[src/dcpu_pkg.sv]
// types and constants for the dcpu two-operand alu
// no dependencies
package dcpu_pkg;

  localparam int unsigned WordW = 16;

  typedef enum logic [4:0] {
    OP_SET = 5'd0, OP_ADD = 5'd1, OP_SUB = 5'd2, OP_MUL = 5'd3, OP_MLI = 5'd4,
    OP_DIV = 5'd5, OP_DVI = 5'd6, OP_MOD = 5'd7, OP_MDI = 5'd8, OP_AND = 5'd9,
    OP_BOR = 5'd10, OP_XOR = 5'd11, OP_SHR = 5'd12, OP_ASR = 5'd13,
    OP_SHL = 5'd14, OP_IFB = 5'd15, OP_IFC = 5'd16, OP_IFE = 5'd17,
    OP_IFN = 5'd18, OP_IFG = 5'd19, OP_IFA = 5'd20, OP_IFL = 5'd21,
    OP_IFU = 5'd22, OP_ADX = 5'd23, OP_SBX = 5'd24, OP_STI = 5'd25,
    OP_STD = 5'd26
  } op_t;

  typedef enum logic [1:0] {
    ST_IDLE,
    ST_DIVIDE,
    ST_FINISH,
    ST_OUTPUT
  } state_t;

  // controller to datapath
  typedef struct packed {
    logic load;      // capture operands, start
    logic div_start; // set up the divider
    logic div_step;  // one quotient bit
    logic finish;    // form the result and update ex
  } dcpu_cmd_t;

  // datapath to controller
  typedef struct packed {
    logic needs_div; // operation uses the divider
    logic div_done;  // all quotient bits produced
  } dcpu_sts_t;

endpackage

[src/dcpu_binary_alu_with_ex.sv]
// top level of the dcpu two-operand alu with overflow register ex
// depends on dcpu_pkg, dcpu_ctrl, dcpu_dpath
//
// One item at a time. An accepted item passes through the divide and finish
// states before the result is valid. Divide-class operations (div, dvi, mod,
// mdi) stay in the divide state while the bit-serial restoring divider forms
// one quotient bit per cycle: 16 bits for dvi/mod/mdi, 32 for div, whose ex
// value is the low half of the 32-bit quotient of x<<16. The result register
// holds the item until taken; the next item is accepted in the cycle after that.
module dcpu_binary_alu_with_ex
  import dcpu_pkg::*;
(
  input  logic        clk,
  input  logic        rst_n,
  input  logic        in_tvalid,
  output logic        in_tready,
  input  logic [39:0] in_tdata,   // action[4:0], operand_a[20:5], operand_b[36:21]
  output logic        out_tvalid,
  input  logic        out_tready,
  output logic [39:0] out_tdata   // result_value[15:0], result_write[16],
                                  // ex_value[32:17], skip_next[33], index_step[35:34]
);

  dcpu_cmd_t        cmd;
  dcpu_sts_t        sts;
  logic             busy, out_full;
  logic [WordW-1:0] rv, rex;
  logic             rw, rs;
  logic [1:0]       rst_step;

  assign in_tready  = ~busy;
  assign out_tvalid = out_full;

  dcpu_ctrl u_ctrl (
    .clk      (clk),
    .rst_n    (rst_n),
    .in_fire  (in_tvalid & in_tready),
    .out_fire (out_tvalid & out_tready),
    .sts      (sts),
    .cmd      (cmd),
    .busy     (busy),
    .out_full (out_full)
  );

  dcpu_dpath u_dpath (
    .clk       (clk),
    .rst_n     (rst_n),
    .cmd       (cmd),
    .in_action (in_tdata[4:0]),
    .in_a      (in_tdata[20:5]),
    .in_b      (in_tdata[36:21]),
    .sts       (sts),
    .res_value (rv),
    .res_write (rw),
    .res_ex    (rex),
    .res_skip  (rs),
    .res_step  (rst_step)
  );

  assign out_tdata = {4'b0000, rst_step, rs, rex, rw, rv};

endmodule

[src/dcpu_ctrl.sv]
// controller state machine for the dcpu alu
// depends on dcpu_pkg
module dcpu_ctrl
  import dcpu_pkg::*;
(
  input  logic      clk,
  input  logic      rst_n,
  input  logic      in_fire,
  input  logic      out_fire,
  input  dcpu_sts_t sts,
  output dcpu_cmd_t cmd,
  output logic      busy,
  output logic      out_full
);

  state_t state_r, state_nxt;

  // state register
  always_ff @(posedge clk) begin
    if (!rst_n) begin
      state_r <= ST_IDLE;
    end else begin
      state_r <= state_nxt;
    end
  end

  // next state and commands
  always_comb begin
    state_nxt = state_r;
    cmd = '0;
    busy = 1'b1;
    out_full = 1'b0;
    case (state_r)
      ST_IDLE: begin
        busy = 1'b0;
        if (in_fire) begin
          cmd.load = 1'b1;
          state_nxt = ST_DIVIDE;
        end
      end
      ST_DIVIDE: begin
        if (!sts.needs_div || sts.div_done) begin
          state_nxt = ST_FINISH;
        end else begin
          cmd.div_step = 1'b1;
        end
      end
      ST_FINISH: begin
        cmd.finish = 1'b1;
        state_nxt = ST_OUTPUT;
      end
      ST_OUTPUT: begin
        out_full = 1'b1;
        if (out_fire) begin
          state_nxt = ST_IDLE;
        end
      end
      default: state_nxt = ST_IDLE;
    endcase
    cmd.div_start = cmd.load;
  end

endmodule

[src/dcpu_dpath.sv]
// datapath for the dcpu alu: operand registers, restoring divider, result logic, ex
// depends on dcpu_pkg
module dcpu_dpath
  import dcpu_pkg::*;
(
  input  logic             clk,
  input  logic             rst_n,
  input  dcpu_cmd_t        cmd,
  input  logic [4:0]       in_action,
  input  logic [WordW-1:0] in_a,
  input  logic [WordW-1:0] in_b,
  output dcpu_sts_t        sts,
  output logic [WordW-1:0] res_value,
  output logic             res_write,
  output logic [WordW-1:0] res_ex,
  output logic             res_skip,
  output logic [1:0]       res_step
);

  logic [4:0]       op_r;
  logic [WordW-1:0] x_r, y_r, ex_r;
  // divider: 32-bit dividend x<<16 gives quotient 32 bits; low 16 of remainder path
  logic [2*WordW-1:0] dvd_r;   // dividend shifting out
  logic [2*WordW-1:0] quo_r;
  logic [WordW:0]     rem_r;
  logic [WordW-1:0]   dvs_r;
  logic [5:0]         cnt_r;
  logic [5:0]         nbits;
  logic               div_signed;
  logic [WordW-1:0]   ax, ay;
  logic [WordW:0]     rem_sh;
  logic [WordW:0]     rem_sub;

  assign div_signed = (in_action == OP_DVI) || (in_action == OP_MDI);
  assign ax = (div_signed && in_b[WordW-1]) ? WordW'(-in_b) : in_b;
  assign ay = (div_signed && in_a[WordW-1]) ? WordW'(-in_a) : in_a;
  assign nbits = (in_action == OP_DIV) ? 6'd32 : 6'd16;

  assign sts.needs_div = (op_r == OP_DIV) || (op_r == OP_DVI) ||
                         (op_r == OP_MOD) || (op_r == OP_MDI);
  assign sts.div_done  = (cnt_r == 6'd0);

  assign rem_sh  = {rem_r[WordW-1:0], dvd_r[2*WordW-1]};
  assign rem_sub = rem_sh - {1'b0, dvs_r};

  // operand capture and divider iteration
  always_ff @(posedge clk) begin
    if (cmd.load) begin
      op_r <= in_action;
      x_r  <= in_b;
      y_r  <= in_a;
    end
    if (cmd.div_start) begin
      dvs_r <= ay;
      rem_r <= '0;
      quo_r <= '0;
      cnt_r <= nbits;
      dvd_r <= (in_action == OP_DIV) ? {in_b, {WordW{1'b0}}} : {ax, {WordW{1'b0}}};
    end else if (cmd.div_step) begin
      dvd_r <= {dvd_r[2*WordW-2:0], 1'b0};
      cnt_r <= cnt_r - 6'd1;
      if (!rem_sub[WordW]) begin
        rem_r <= rem_sub;
        quo_r <= {quo_r[2*WordW-2:0], 1'b1};
      end else begin
        rem_r <= rem_sh;
        quo_r <= {quo_r[2*WordW-2:0], 1'b0};
      end
    end
  end

  // result forming
  logic [WordW-1:0]   val;
  logic [WordW-1:0]   ex_nxt;
  logic               wr, tst, is_test;
  logic [1:0]         step;
  logic [WordW:0]     sum;
  logic [2*WordW-1:0] prod, xs32, sh32;
  logic [WordW+1:0]   zsum;
  logic               sgn_neg;
  logic [WordW-1:0]   qu, rm;
  logic               y_big;

  assign prod = x_r * y_r;
  assign xs32 = {{WordW{x_r[WordW-1]}}, x_r};
  assign sgn_neg = x_r[WordW-1] ^ y_r[WordW-1];
  assign qu = quo_r[WordW-1:0];
  assign rm = rem_r[WordW-1:0];
  assign y_big = |y_r[WordW-1:5];

  always_comb begin
    val = '0;
    ex_nxt = ex_r;
    wr = 1'b1;
    tst = 1'b1;
    is_test = 1'b0;
    step = 2'd0;
    sum = '0;
    sh32 = '0;
    zsum = '0;
    case (op_r)
      OP_SET: val = y_r;
      OP_STI: begin val = y_r; step = 2'd1; end
      OP_STD: begin val = y_r; step = 2'd3; end
      OP_ADD: begin
        sum = {1'b0, x_r} + {1'b0, y_r};
        val = sum[WordW-1:0];
        ex_nxt = sum[WordW] ? 16'h0001 : 16'h0000;
      end
      OP_SUB: begin
        sum = {1'b0, x_r} - {1'b0, y_r};
        val = sum[WordW-1:0];
        ex_nxt = sum[WordW] ? 16'hffff : 16'h0000;
      end
      OP_MUL: begin val = prod[WordW-1:0]; ex_nxt = prod[2*WordW-1:WordW]; end
      OP_MLI: val = prod[WordW-1:0];
      OP_DIV: begin
        if (y_r == '0) begin
          val = '0; ex_nxt = '0;
        end else begin
          val = quo_r[2*WordW-1:WordW]; ex_nxt = quo_r[WordW-1:0];
        end
      end
      OP_DVI: val = (y_r == '0) ? '0 : (sgn_neg ? WordW'(-qu) : qu);
      OP_MOD: val = (y_r == '0) ? '0 : rm;
      OP_MDI: val = (y_r == '0) ? '0 : (x_r[WordW-1] ? WordW'(-rm) : rm);
      OP_AND: val = x_r & y_r;
      OP_BOR: val = x_r | y_r;
      OP_XOR: val = x_r ^ y_r;
      OP_SHR: begin
        if (y_big) begin
          val = '0; ex_nxt = '0;
        end else begin
          sh32 = {x_r, {WordW{1'b0}}} >> y_r[4:0];
          val = sh32[2*WordW-1:WordW]; ex_nxt = sh32[WordW-1:0];
        end
      end
      OP_ASR: begin
        // b from sign-extended x, ex from x<<16 arithmetic
        if (y_big) begin
          val = {WordW{x_r[WordW-1]}}; ex_nxt = {WordW{x_r[WordW-1]}};
        end else begin
          sh32 = $signed(xs32) >>> y_r[4:0];
          val = sh32[WordW-1:0];
          sh32 = $signed({x_r, {WordW{1'b0}}}) >>> y_r[4:0];
          ex_nxt = sh32[WordW-1:0];
        end
      end
      OP_SHL: val = (|y_r[WordW-1:4]) ? '0 : (x_r << y_r[3:0]);
      OP_IFB: begin is_test = 1'b1; tst = |(x_r & y_r); end
      OP_IFC: begin is_test = 1'b1; tst = ~|(x_r & y_r); end
      OP_IFE: begin is_test = 1'b1; tst = (x_r == y_r); end
      OP_IFN: begin is_test = 1'b1; tst = (x_r != y_r); end
      OP_IFG: begin is_test = 1'b1; tst = (x_r > y_r); end
      OP_IFA: begin is_test = 1'b1; tst = ($signed(x_r) > $signed(y_r)); end
      OP_IFL: begin is_test = 1'b1; tst = (x_r < y_r); end
      OP_IFU: begin is_test = 1'b1; tst = ($signed(x_r) < $signed(y_r)); end
      OP_ADX: begin
        zsum = {2'b00, x_r} + {2'b00, y_r} + {2'b00, ex_r};
        val = zsum[WordW-1:0];
        ex_nxt = (|zsum[WordW+1:WordW]) ? 16'h0001 : 16'h0000;
      end
      OP_SBX: begin
        // x - y + ex: above 0xffff when negative (wraps) or carries
        zsum = {2'b00, x_r} - {2'b00, y_r} + {2'b00, ex_r};
        val = zsum[WordW-1:0];
        ex_nxt = (|zsum[WordW+1:WordW]) ? 16'h0001 : 16'h0000;
      end
      default: wr = 1'b0;
    endcase
    if (is_test) wr = 1'b0;
  end

  // ex register and output holding registers
  always_ff @(posedge clk) begin
    if (!rst_n) begin
      ex_r <= '0;
    end else if (cmd.finish) begin
      ex_r <= ex_nxt;
    end
  end

  always_ff @(posedge clk) begin
    if (cmd.finish) begin
      res_value <= wr ? val : '0;
      res_write <= wr;
      res_ex    <= ex_nxt;
      res_skip  <= is_test & ~tst;
      res_step  <= step;
    end
  end

endmodule

[config.mk]
export PLATFORM = sky130hd
export DESIGN_NAME = dcpu_binary_alu_with_ex
export DESIGN_NICKNAME = d
export VERILOG_FILES = /design/src/dcpu_pkg.sv /design/src/dcpu_binary_alu_with_ex.sv /design/src/dcpu_ctrl.sv /design/src/dcpu_dpath.sv
export SDC_FILE = /design/constraint.sdc
export NUM_CORES = 1
export LEC_CHECK = 0
export ABC_AREA = 1
export CAP_MARGIN = 10
export CORE_MARGIN = 1
export CORE_UTILIZATION = 33
export DETAILED_ROUTE_END_ITERATION = 10
export DONT_BUFFER_PORTS = 1
export GPL_TIMING_DRIVEN = 0
export PLACE_DENSITY = 0.48
export SYNTH_ARGS = -nofsm -noshare
export SYNTH_HDL_FRONTEND = slang
export SYNTH_HIERARCHICAL = 1
export SYNTH_SLANG_ARGS = --single-unit
[constraint.sdc]
create_clock -name clk -period 13.1 [get_ports clk]
set_input_delay 0.655 -clock clk [delete_from_list [all_inputs] [get_ports clk]]
set_output_delay 0.655 -clock clk [all_outputs]
set_load 0.01 [all_outputs]
==> out/results.ini <==
[worst_setup_path]
crit_path_end_kind = flop
cp.required_ns = 13.26
path_cells = clkbuf_1 > buf_1 > buf_1 > nand2_1 > fa_1 > fa_1 > inv_1 > fa_1 > fa_1 > fa_1 > inv_1 > fa_1 > inv_1 > ha_1 > a21oi_1 > o21ai_0 > nand3b_1 > o21ai_0 > nand2_1 > nor2_1 > nand3_1
cp.arrival_ns = 8.87
path_class = flop to flop
critPathMaxFanout = 10
cpMostUsedCell = fa_1
cp-start-kind = flop
path_buf_inv = 6
path_delay_family = adder cells
cp_slowest_cell = buf_1
cpPeakStageDelay_ns = 0.80
reg2reg_slack_ns = 4.39

[synth]
synth.distinct_cells = 65
synthMuxAreaShare = 0.000388
synth_common_cells = nand2_1 (986), inv_1 (674), nand3_1 (269)
yosysSeqAreaShare = 0.181
synthDominantCellAreaShare = 0.167
synthSimpleGateAreaFrac = 0.283
synthFlopType = edfxtp_1
yosysTopAreaCell = fa_1
synth.most_common_cell = nand2_1
synth_fa_ha_area_frac = 0.269
synthTopCellsByArea = fa_1 (17%), nand2_1 (14%), edfxtp_1 (13%)
synth_compound_area_frac = 0.121
syn_area_um2 = 25800
synth_area_per_cell_um2 = 6.90
synth_top_family_by_area = simple AND/OR/NAND/NOR gates
synthArstFlopShare = 0
synth_edf_count = 111
yosysWarningCount = 6
syn_inst = 3738
synth_xor_xnor_area_share = 0.0190
ys_ff_latch = 177

[drt]
drc = 0
routed_wl_um = 114000
vias_per_cell = 5.27
avgRoutedWirePerCell_um = 23.6
first_pass_iters = 6
drtIter0Drc = 2845
drtAntennaViolNets = 0
vias = 25400

[cts]
cts_tree = built
path_clk_slew_ns = 0.08
htree_levels = 4
clkLatencyLatePin_ns = 0.47
cts_resized = 0
cts_buffer_depth = 2
numClockSinks = 177
cts_root_buffer = clkbuf_16
post-cts-setup-buffers = 0
cts_buffers = 17
hold_buffers = 0

[timing]
hold_viol_final = 0
hold_slack_ns = 0.274
setup_viol = 0
fin_setup_tns_ns = 0
maxSlewHeadroom = 0.266
worst_pin_slew_ns = 1.10
finClkSkew_ns = 0.0117
clock.fmax_ghz = 0.115
rsz0062_at_grt = false
fin_crit_sh = 0.665
maxSlewViolCount = 0
layout_min_cycle_time_ns = 8.71

[global_routing]
antenna_found_initial = 2
use_met1 = 0.400
grt_pass1_wl_um = 165000
grtUsageMet3 = 0.0552
grt.total_usage = 0.287
gr-usage-met2 = 0.437
grt_pass1_vias = 24100
top_usage_layer = met2
overflow = 0
grt_max_degree = 38

[layout]
antennaDiodeCount = 0
area_growth_syn_to_layout_pct = 7.62
post_route_cells_drive_above_1_share = 0.0501
fill_cells = 8602
final_nets = 4230

[placed_design]
post-dp-hpwl_um = 95300
gp_congestion = 1.01
port_buffers = 0

[floorplanning]
rows = 102
coreArea_um2 = 77300
dieArea_um2 = 79200
die_w_um = 282
die_h_um = 282
ioPinCount = 86
start_util = 0.333

[worst_hold_path]
hp-class = primary input to flop

[run_status]
status = finished, final reports clean

[flow_run]
drv_cap = 0

==> placed cells by master (no fill, tap or decap), types with 17 or more instances in the layout <==
cell type,instances
nand4_1,48
clkbuf_1,66
dfxtp_1,66
buf_2,35
clkbuf_16,17
nor2_1,229
fa_1,215
o211ai_1,26
a21oi_1,175
nand2_2,18
o21ai_0,195
edfxtp_1,111
a31oi_1,18
o22ai_1,40
buf_1,18
inv_1,674
nand2_1,986
ha_1,209
nand3_1,269
xor2_1,37
inv_2,21
xnor2_1,19
nor3_1,45
==> layout make-up <==
class,instances,area (um^2),share of cell area
Tap cell,1040,1300,0.0469
Clock inverter,15,204,0.00735
Multi-Input combinational cell,2720,17900,0.643
Inverter,707,2660,0.0959
Buffer,137,628,0.0226
Sequential cell,177,4650,0.168
Timing Repair Buffer,1,20.0,0.000722
Clock buffer,17,425,0.0153
==> routing by layer <==
layer | wire (um) | part of all wire | vias up
li1 | - | - | 12000
met1 | 51100 | 0.45 | 12100
met2 | 48900 | 0.43 | 1085
met3 | 9260 | 0.081 | 167
met4 | 4430 | 0.039 | 4
met5 | 17 | 0.00015 | -
==> metrics by stage <==
stage                     instance area [um^2]  setup WS [ns]  std cells  utilization
final                                    27700           4.39       4814        0.359
after global routing                     27700           4.15       4814        0.359
after floorplan                          25800           7.08       3741            -
after CTS                                27700           4.61       4814        0.359
after detailed placement                 27100           4.65       4782        0.351
after global placement                   27100           4.62       4781        0.350
==> cells by family (layout without fill, tap and decap cells) <==
family / count (synthesis) / count (layout)
mux: 1 / 1
buf+inv: 844 / 877
fa+ha+maj: 425 / 425
simple gates: 1692 / 1692
other cells: 1 / 4
flops: 177 / 177
xor+xnor: 56 / 56
compound gates: 542 / 542
==> worst paths after layout <==
check,startpoint,to,depth (start not counted)
min reg2reg,u_dpath/quo_r[24],u_dpath/quo_r[24],2
max reg2reg,u_dpath/y_r[3],u_dpath/res_value[13],21
min,in_tdata[34],u_dpath/x_r[13],0
max,u_dpath/y_r[3],u_dpath/res_value[13],21
==> flip-flops by register name (all words and copies together), names as in the netlist <==
name and count:
u_dpath/dvd_r 16, u_ctrl/state_r 2, u_dpath/rem_r 16, u_dpath/cnt_r 6, u_dpath/quo_r 32, u_dpath/x_r 16
u_dpath/res_ex 16, u_dpath/res_value 16, u_dpath/ex_r 16, u_dpath/res_skip 1, u_dpath/y_r 16, u_dpath/res_step 2
u_dpath/res_write 1, u_dpath/dvs_r 16, u_dpath/op_r 5
Power is not shown: default switching activity piles up to over one toggle a cycle in this logic, so the estimate is an artifact.
